`src/rtl/acs_pkg.sv`:
```
// ----------------------------------------------------------------------------
// ANSI escape stripper package
// Shared types and character constants for the escape-sequence stripper.
// ----------------------------------------------------------------------------
package acs_pkg;

   localparam logic [7:0] CH_ESC      = 8'h1B;
   localparam logic [7:0] CH_CSI      = 8'h9B;
   localparam logic [7:0] CH_LBRACKET = 8'h5B;

   // Ranges that end or form an escape sequence.
   localparam logic [7:0] FINAL_LO = 8'd64;
   localparam logic [7:0] FINAL_HI = 8'd126;
   localparam logic [7:0] TWO_LO   = 8'd64;
   localparam logic [7:0] TWO_HI   = 8'd95;

   // Result queue geometry.
   localparam int unsigned QUEUE_DEPTH = 4;
   localparam int unsigned QPTR_W      = $clog2(QUEUE_DEPTH);
   localparam int unsigned QCNT_W      = $clog2(QUEUE_DEPTH + 1);

   typedef enum logic [1:0] {
      PH_NORMAL  = 2'd0,
      PH_TWO     = 2'd1,
      PH_BRACKET = 2'd2,
      PH_INSIDE  = 2'd3
   } acs_phase_type;

   typedef struct packed {
      logic [7:0] out_byte;
      logic       byte_valid;
      logic       line_end;
   } acs_result_type;

   // Up to two results produced by one input transfer, in delivery order.
   typedef struct packed {
      logic           first_valid;
      logic           second_valid;
      acs_result_type first;
      acs_result_type second;
   } acs_push_type;

endpackage

```
`src/rtl/acs_req_if.sv`:
```
// ----------------------------------------------------------------------------
// Request channel
// Valid/ready channel carrying one raw byte and its end-of-line flag.
// ----------------------------------------------------------------------------
interface acs_req_if;
   logic       valid;
   logic       ready;
   logic [7:0] in_byte;
   logic       line_last;

   modport source (output valid, output in_byte, output line_last, input ready);
   modport sink   (input valid, input in_byte, input line_last, output ready);
endinterface

```
`src/rtl/acs_rsp_if.sv`:
```
// ----------------------------------------------------------------------------
// Response channel
// Valid/ready channel carrying one kept byte and the line-end mark.
// ----------------------------------------------------------------------------
interface acs_rsp_if;
   logic       valid;
   logic       ready;
   logic [7:0] out_byte;
   logic       byte_valid;
   logic       line_end;

   modport source (output valid, output out_byte, output byte_valid, output line_end,
                   input ready);
   modport sink   (input valid, input out_byte, input byte_valid, input line_end,
                   output ready);
endinterface

```
`src/rtl/acs_parser.sv`:
```
// ----------------------------------------------------------------------------
// Escape parser
// Holds one byte back, decides it against the next byte and produces the
// results of each accepted input transfer.
// ----------------------------------------------------------------------------
module acs_parser
   import acs_pkg::*;
(
   input  logic         clock,
   input  logic         reset,
   input  logic         accept,
   input  logic [7:0]   in_byte,
   input  logic         line_last,
   output acs_push_type push
);

   acs_phase_type phase_ff, phase_in;
   logic          suppress_ff, suppress_in;
   logic [7:0]    held_ff, held_in;
   logic          held_valid_ff, held_valid_in;

   acs_phase_type phase_d;
   logic          suppress_d;
   logic          keep_held;
   logic          keep_last;

   // Decide the held byte using the incoming byte as lookahead.
   always_comb begin
      phase_d    = phase_ff;
      suppress_d = suppress_ff;
      if (held_valid_ff) begin
         unique case (phase_ff)
            PH_TWO: begin
               phase_d = PH_NORMAL;
            end
            PH_BRACKET: begin
               phase_d = PH_INSIDE;
            end
            PH_INSIDE: begin
               if (held_ff >= FINAL_LO && held_ff <= FINAL_HI) begin
                  phase_d = PH_NORMAL;
               end
            end
            PH_NORMAL: begin
               phase_d    = PH_NORMAL;
               suppress_d = (held_ff == CH_CSI);
               if (held_ff == CH_ESC) begin
                  if (in_byte == CH_LBRACKET) begin
                     phase_d    = PH_BRACKET;
                     suppress_d = 1'b1;
                  end else if (in_byte >= TWO_LO && in_byte <= TWO_HI) begin
                     phase_d    = PH_TWO;
                     suppress_d = 1'b1;
                  end
               end
            end
            default: begin
               phase_d = PH_NORMAL;
            end
         endcase
      end
   end

   assign keep_held = held_valid_ff && !suppress_d;
   assign keep_last = (phase_d == PH_NORMAL);

   always_comb begin
      acs_result_type held_res;
      acs_result_type last_res;

      held_res.out_byte   = held_ff;
      held_res.byte_valid = 1'b1;
      held_res.line_end   = 1'b0;

      last_res.out_byte   = keep_last ? in_byte : 8'd0;
      last_res.byte_valid = keep_last;
      last_res.line_end   = 1'b1;

      // The first slot carries whichever result comes first; the second
      // slot is used only when both are produced.
      push.first_valid  = accept && (keep_held || line_last);
      push.second_valid = accept && keep_held && line_last;
      push.first        = keep_held ? held_res : last_res;
      push.second       = last_res;
   end

   always_comb begin
      phase_in      = phase_ff;
      suppress_in   = suppress_ff;
      held_in       = held_ff;
      held_valid_in = held_valid_ff;
      if (accept) begin
         if (line_last) begin
            phase_in      = PH_NORMAL;
            suppress_in   = 1'b0;
            held_in       = 8'd0;
            held_valid_in = 1'b0;
         end else begin
            phase_in      = phase_d;
            suppress_in   = suppress_d;
            held_in       = in_byte;
            held_valid_in = 1'b1;
         end
      end
   end

   always_ff @(posedge clock) begin
      if (reset) begin
         phase_ff      <= PH_NORMAL;
         suppress_ff   <= 1'b0;
         held_valid_ff <= 1'b0;
      end else begin
         phase_ff      <= phase_in;
         suppress_ff   <= suppress_in;
         held_valid_ff <= held_valid_in;
      end
   end

   always_ff @(posedge clock) begin
      held_ff <= held_in;
   end

endmodule

```
`src/rtl/acs_rsp_queue.sv`:
```
// ----------------------------------------------------------------------------
// Result queue
// Small register queue that takes up to two results per cycle and delivers
// one per response transfer.
// ----------------------------------------------------------------------------
module acs_rsp_queue
   import acs_pkg::*;
(
   input  logic              clock,
   input  logic              reset,
   input  acs_push_type      push,
   output logic              room,
   output logic              out_valid,
   input  logic              out_ready,
   output acs_result_type    out_data
);

   acs_result_type    slot_ff [QUEUE_DEPTH];
   logic [QPTR_W-1:0] wr_ptr_ff, wr_ptr_in;
   logic [QPTR_W-1:0] rd_ptr_ff, rd_ptr_in;
   logic [QCNT_W-1:0] count_ff, count_in;
   logic [QCNT_W-1:0] push_n;
   logic              pop;

   assign out_valid = (count_ff != '0);
   assign out_data  = slot_ff[rd_ptr_ff];
   assign pop       = out_valid && out_ready;

   // Accept only while two slots are free, whatever the item turns out to need.
   assign room = (count_ff <= QCNT_W'(QUEUE_DEPTH - 2));

   assign push_n = QCNT_W'(push.first_valid) + QCNT_W'(push.second_valid);

   always_comb begin
      wr_ptr_in = wr_ptr_ff + QPTR_W'(push_n);
      rd_ptr_in = rd_ptr_ff + QPTR_W'(pop);
      count_in  = count_ff + push_n - QCNT_W'(pop);
   end

   always_ff @(posedge clock) begin
      if (reset) begin
         wr_ptr_ff <= '0;
         rd_ptr_ff <= '0;
         count_ff  <= '0;
      end else begin
         wr_ptr_ff <= wr_ptr_in;
         rd_ptr_ff <= rd_ptr_in;
         count_ff  <= count_in;
      end
   end

   always_ff @(posedge clock) begin
      if (push.first_valid) begin
         slot_ff[wr_ptr_ff] <= push.first;
      end
      if (push.second_valid) begin
         slot_ff[wr_ptr_ff + QPTR_W'(1)] <= push.second;
      end
   end

endmodule

```
`src/rtl/ansi_csi_stripper_core.sv`:
```
// ----------------------------------------------------------------------------
// ANSI escape sequence stripper
// Removes escape and control sequences from a byte stream, one line at a time.
// ----------------------------------------------------------------------------
// Usage: bytes of a line enter on req_chan, the final byte with line_last set.
// Kept bytes leave on rsp_chan; the final response of each line has line_end
// set and carries the final byte if it was kept, or byte_valid low otherwise.
// One byte is held back as lookahead, so a byte's response appears when the
// next byte of the line is transferred. Responses are written into a
// four-entry register queue in the same cycle as the request transfer and are
// read out to rsp_chan from those registers in order.
// Throughput: one request per cycle while the queue has two free entries; a
// final byte can produce two responses, which drain at one per cycle, so the
// response port sets the sustained rate of one response per cycle.
// Reset (synchronous, active high) clears the parser state and empties the
// queue. When the receiver stalls, responses collect in the queue and
// req_chan.ready drops once fewer than two entries remain free.
// ----------------------------------------------------------------------------
module ansi_csi_stripper_core
   import acs_pkg::*;
(
   input  logic      clock,
   input  logic      reset,
   acs_req_if.sink   req_chan,
   acs_rsp_if.source rsp_chan
);

   acs_push_type   push;
   acs_result_type rsp_data;
   logic           room;
   logic           accept;

   assign req_chan.ready = room;
   assign accept         = req_chan.valid && room;

   acs_parser u_parser (
      .clock     (clock),
      .reset     (reset),
      .accept    (accept),
      .in_byte   (req_chan.in_byte),
      .line_last (req_chan.line_last),
      .push      (push)
   );

   acs_rsp_queue u_queue (
      .clock     (clock),
      .reset     (reset),
      .push      (push),
      .room      (room),
      .out_valid (rsp_chan.valid),
      .out_ready (rsp_chan.ready),
      .out_data  (rsp_data)
   );

   assign rsp_chan.out_byte   = rsp_data.out_byte;
   assign rsp_chan.byte_valid = rsp_data.byte_valid;
   assign rsp_chan.line_end   = rsp_data.line_end;

endmodule

```
`src/flat_wrapper.sv`:
```
// flat-port wrapper written by rule: the top's interface ports become plain ports
module ansi_csi_stripper_core_flat import acs_pkg::*;
  (clock, reset, req_chan_valid, req_chan_in_byte, req_chan_line_last, req_chan_ready, rsp_chan_valid, rsp_chan_out_byte, rsp_chan_byte_valid, rsp_chan_line_end, rsp_chan_ready);
  acs_req_if req_chan_i ();
  acs_rsp_if rsp_chan_i ();
  input  logic clock;
  input  logic reset;
  input wire logic [$bits(req_chan_i.valid)-1:0] req_chan_valid;
  input wire logic [$bits(req_chan_i.in_byte)-1:0] req_chan_in_byte;
  input wire logic [$bits(req_chan_i.line_last)-1:0] req_chan_line_last;
  output wire logic [$bits(req_chan_i.ready)-1:0] req_chan_ready;
  output wire logic [$bits(rsp_chan_i.valid)-1:0] rsp_chan_valid;
  output wire logic [$bits(rsp_chan_i.out_byte)-1:0] rsp_chan_out_byte;
  output wire logic [$bits(rsp_chan_i.byte_valid)-1:0] rsp_chan_byte_valid;
  output wire logic [$bits(rsp_chan_i.line_end)-1:0] rsp_chan_line_end;
  input wire logic [$bits(rsp_chan_i.ready)-1:0] rsp_chan_ready;
  assign req_chan_i.valid = req_chan_valid;
  assign req_chan_i.in_byte = req_chan_in_byte;
  assign req_chan_i.line_last = req_chan_line_last;
  assign req_chan_ready = req_chan_i.ready;
  assign rsp_chan_valid = rsp_chan_i.valid;
  assign rsp_chan_out_byte = rsp_chan_i.out_byte;
  assign rsp_chan_byte_valid = rsp_chan_i.byte_valid;
  assign rsp_chan_line_end = rsp_chan_i.line_end;
  assign rsp_chan_i.ready = rsp_chan_ready;
  ansi_csi_stripper_core u_core (.clock(clock), .reset(reset), .req_chan(req_chan_i), .rsp_chan(rsp_chan_i));
endmodule
```
`config.mk`:
```
export PLATFORM = sky130hd
export DESIGN_NAME = ansi_csi_stripper_core_flat
export DESIGN_NICKNAME = d
export VERILOG_FILES = /design/src/rtl/acs_pkg.sv /design/src/rtl/acs_req_if.sv /design/src/rtl/acs_rsp_if.sv /design/src/rtl/acs_parser.sv /design/src/rtl/acs_rsp_queue.sv /design/src/rtl/ansi_csi_stripper_core.sv /design/src/flat_wrapper.sv
export SDC_FILE = /design/constraint.sdc
export NUM_CORES = 1
export LEC_CHECK = 0
export BUFFER_PORTS_ARGS = -buffer_cell sky130_fd_sc_hd__buf_2
export CORE_ASPECT_RATIO = 2
export CORE_MARGIN = 3
export CORE_UTILIZATION = 55
export DETAILED_ROUTE_END_ITERATION = 10
export MAX_ROUTING_LAYER = met4
export PLACE_DENSITY = 0.82
export SYNTH_ARGS = -nofsm -noshare
export SYNTH_HDL_FRONTEND = slang
export SYNTH_SLANG_ARGS = --single-unit
```
`constraint.sdc`:
```
create_clock -name clock -period 7.8 [get_ports clock]
set_input_delay 1.56 -clock clock [delete_from_list [all_inputs] [get_ports clock]]
set_output_delay 1.56 -clock clock [all_outputs]
set_load 0.02 [all_outputs]
```
==> results.cfg <==
[synth]
yosys-top-cells-count = 44 x edfxtp_1, 32 x a22o_1, 23 x nor2_1, 15 x dfxtp_1, 12 x nor2b_1
synth-edff-count = 44
synthDominantCellAreaShare_pct = 42.4
yosysTopAreaCell = edfxtp_1
async_reset_ff_share_pct = 0
ys_ff_latch = 59
syn_inst = 251
synth_cell_types = 55
synthTopCellsByArea = edfxtp_1 42%, dfxtp_1 9.6%, a22o_1 9.0%
seq_area_frac_synth_pct = 52.0
synth_nets = 271
avgSynthCellArea_um2 = 12.4
syn_area_mm2 = 0.00312
synth_most_common_cell = edfxtp_1
synth_ff_type = edfxtp_1
synth-warning-count = 0

[critical_path]
timing.rr.end = u_core.u_queue.count_ff[2]
cpMaxStageDelayCell = o21ai_1
critPathMaxFanout = 7
criticalPathCategory = input port to register
cp_cell_sequence = buf_2, nor3b_2, o211ai_1, a21o_1, o21ai_1, inv_2, ha_1, inv_1, ha_1, inv_1, ha_1, inv_1, fa_1, xnor2_1, xnor2_1, nor2_1
cp_top_family = adder cells
timing.rr.start = u_core.u_parser.held_ff[2]
cp-endpoint = u_core.u_queue.count_ff[2]
path_depth = 16
cp.required_ns = 8.03
max_stage_delay_ns = 0.45
start_kind = input port
worst-path-buf-inv = 5
r2r_cells = 15
r2r_setup_slack_ns = 4.23
critPathArrivalTime_ns = 4.47
end_kind = register
crit_start = req_chan_in_byte[6]

[placement]
dp_hpwl_um = 5090
io_buffers = 24
place_ws_ns = 3.23
place.gp.congestion = 0.937

[drt]
routed_wl_um = 6810
drt-pass1-iter-count = 5
ant_nets = 0
vias_per_cell = 6.36
drtIter0Drc = 87
drc = 0
drt-wirelength-per-cell_um = 19.7
vias = 2193

[hold_path]
hold_path_class = register to register
hold_depth = 2

[clock_tree]
post_cts_buffers = 0
numCtsBuffers = 9
max-clock-path-buffers = 2
root_buffer = clkbuf_8
insertion_delay_ns = 0.34
clk_pin_slew_ns = 0.07
cts_tree = done
h-tree-depth = 3
post_cts_resized = 0
cts_sinks = 59
cts_hold_buf = 0

[finish]
utilization_pct = 64.8
area_growth_pct = 13.7
regArea_mm2 = 0.00162
nets = 300
n_fill_cell = 408
multi_input_area_mm2 = 0.00140
n_antenna_cell = 0
drive_gt1_share_pct = 24.9

[sta]
hold_violations = 0
worst_slack_ns = 3.56
max_slew_margin_pct = 35.9
fin_crit_ns = 4.24
rsz0062_at_grt = false
finalSetupTns_ns = 0
worst_slew_pin_slew_ns = 0.955
setup_viol = 0
finClkSkew_ns = 0.00887
max_freq_mhz = 236
period_share_pct = 54.3
maxSlewViolCount = 0

[run_status]
status = finished clean

[die]
design.core.area_mm2 = 0.00547
fp-row-count = 38
dieArea_mm2 = 0.00666
io_pins = 25
initial_core_util_pct = 57.0
fp.dieW_um = 59.2
die-height_um = 112

[power]
power_density_mw_per_mm2 = 323
cellLeakagePower_nw = 1.25
ir_worst_vdd_mv = 0.231

[run]
maxCapViolCount = 0

[global_route]
grt_pass1_vias = 2342
grt_usage_pct = 23.6
grt_pass1_wl_um = 11200
gr-total-overflow = 0
grt_max_degree = 15
grt_antenna_before_repair = 0
## metrics by stage
step	std cells	power, mW	instance area, um^2	hold slack (ns)
after floorplan	251	0.690	3120	0.435
final	345	1.14	3540	0.473
after CTS	345	1.15	3540	0.476
after global placement	329	0.772	3280	0.456
after global routing	345	1.20	3540	0.504
after detailed placement	329	0.780	3280	0.457
## tightest hold or removal path: stages, from the launching register on
cell	delay, ns
dfxtp_1	0.31
o21ai_0	0.07
nand2_1	0.05
## cells in the final DEF, fill, tap and decap left out, types with 3 or more instances in the layout
master / Yosys / final
bufinv_16: 0 / 4
nor2_1: 23 / 23
dfxtp_1: 15 / 15
o21ai_0: 5 / 5
nand2_1: 8 / 8
nor3_1: 8 / 8
inv_2: 3 / 3
edfxtp_1: 44 / 44
a21oi_1: 7 / 7
clkbuf_8: 0 / 9
ha_1: 6 / 6
inv_1: 8 / 8
xnor2_1: 4 / 4
a22o_1: 32 / 32
and2_1: 3 / 3
o21bai_1: 3 / 3
mux4_2: 10 / 10
buf_2: 0 / 24
nor2b_1: 12 / 12
o21ai_1: 9 / 9
## worst min-delay path by stage
stage                                             from                      endpoint  slack, ns
after floorplan           u_core.u_queue.slot_ff[0][0]  u_core.u_queue.slot_ff[0][0]       0.43
after global placement    u_core.u_queue.slot_ff[1][0]  u_core.u_queue.slot_ff[1][0]       0.46
after detailed placement  u_core.u_queue.slot_ff[1][0]  u_core.u_queue.slot_ff[1][0]       0.46
after CTS                 u_core.u_queue.slot_ff[1][0]  u_core.u_queue.slot_ff[1][0]       0.48
after global routing      u_core.u_queue.slot_ff[2][0]  u_core.u_queue.slot_ff[2][0]       0.50
final                     u_core.u_queue.slot_ff[1][0]  u_core.u_queue.slot_ff[1][0]       0.47
## routing by layer
metal	vias up	global-route usage (%)	wire length, um	part of all wire [%]
met5	-	-	0	0
met4	0	18.0	337	5.0
met3	31	4.37	287	4.2
met2	93	39.6	3780	56
met1	1032	22.4	2400	35
li1	1037	-	-	-
## final cells by class
| class | instances | area share, % |
|---|---|---|
| sequential | 59 | 45.8 |
| multi-input combinational | 173 | 39.6 |
| clock inverter | 7 | 3.96 |
| timing repair buffer | 26 | 3.82 |
| clock buffer | 9 | 3.50 |
| tap | 60 | 2.12 |
| inverter | 11 | 1.17 |
## registers in the layout (all words and copies together) (netlist names)
signal and cells:
u_core.u_queue.slot_ff 40, u_core.u_parser.held_ff 8, u_core.u_queue.count_ff 3, u_core.u_parser.phase_ff 2, u_core.u_queue.rd_ptr_ff 2, u_core.u_queue.wr_ptr_ff 2, u_core.u_parser.held_valid_ff 1, u_core.u_parser.suppress_ff 1
## report_power, final
part | total, mW | switching, mW | internal, mW
Clock | 0.368 | 0.124 | 0.244
Sequential | 0.449 | 0.0529 | 0.396
Combinational | 0.326 | 0.184 | 0.142
## kinds of logic after synthesis
family	Yosys count	synth area share (%)
flip-flops	59	52.0
XOR/XNOR	5	1.41
adder cells (fa/ha/maj)	8	3.41
AND/OR/NAND/NOR	79	15.1
buffers and inverters	19	2.89
AO/OA/AOI/OAI	69	17.3
multiplexers	12	7.87
Power figures use the tool's default switching activity.
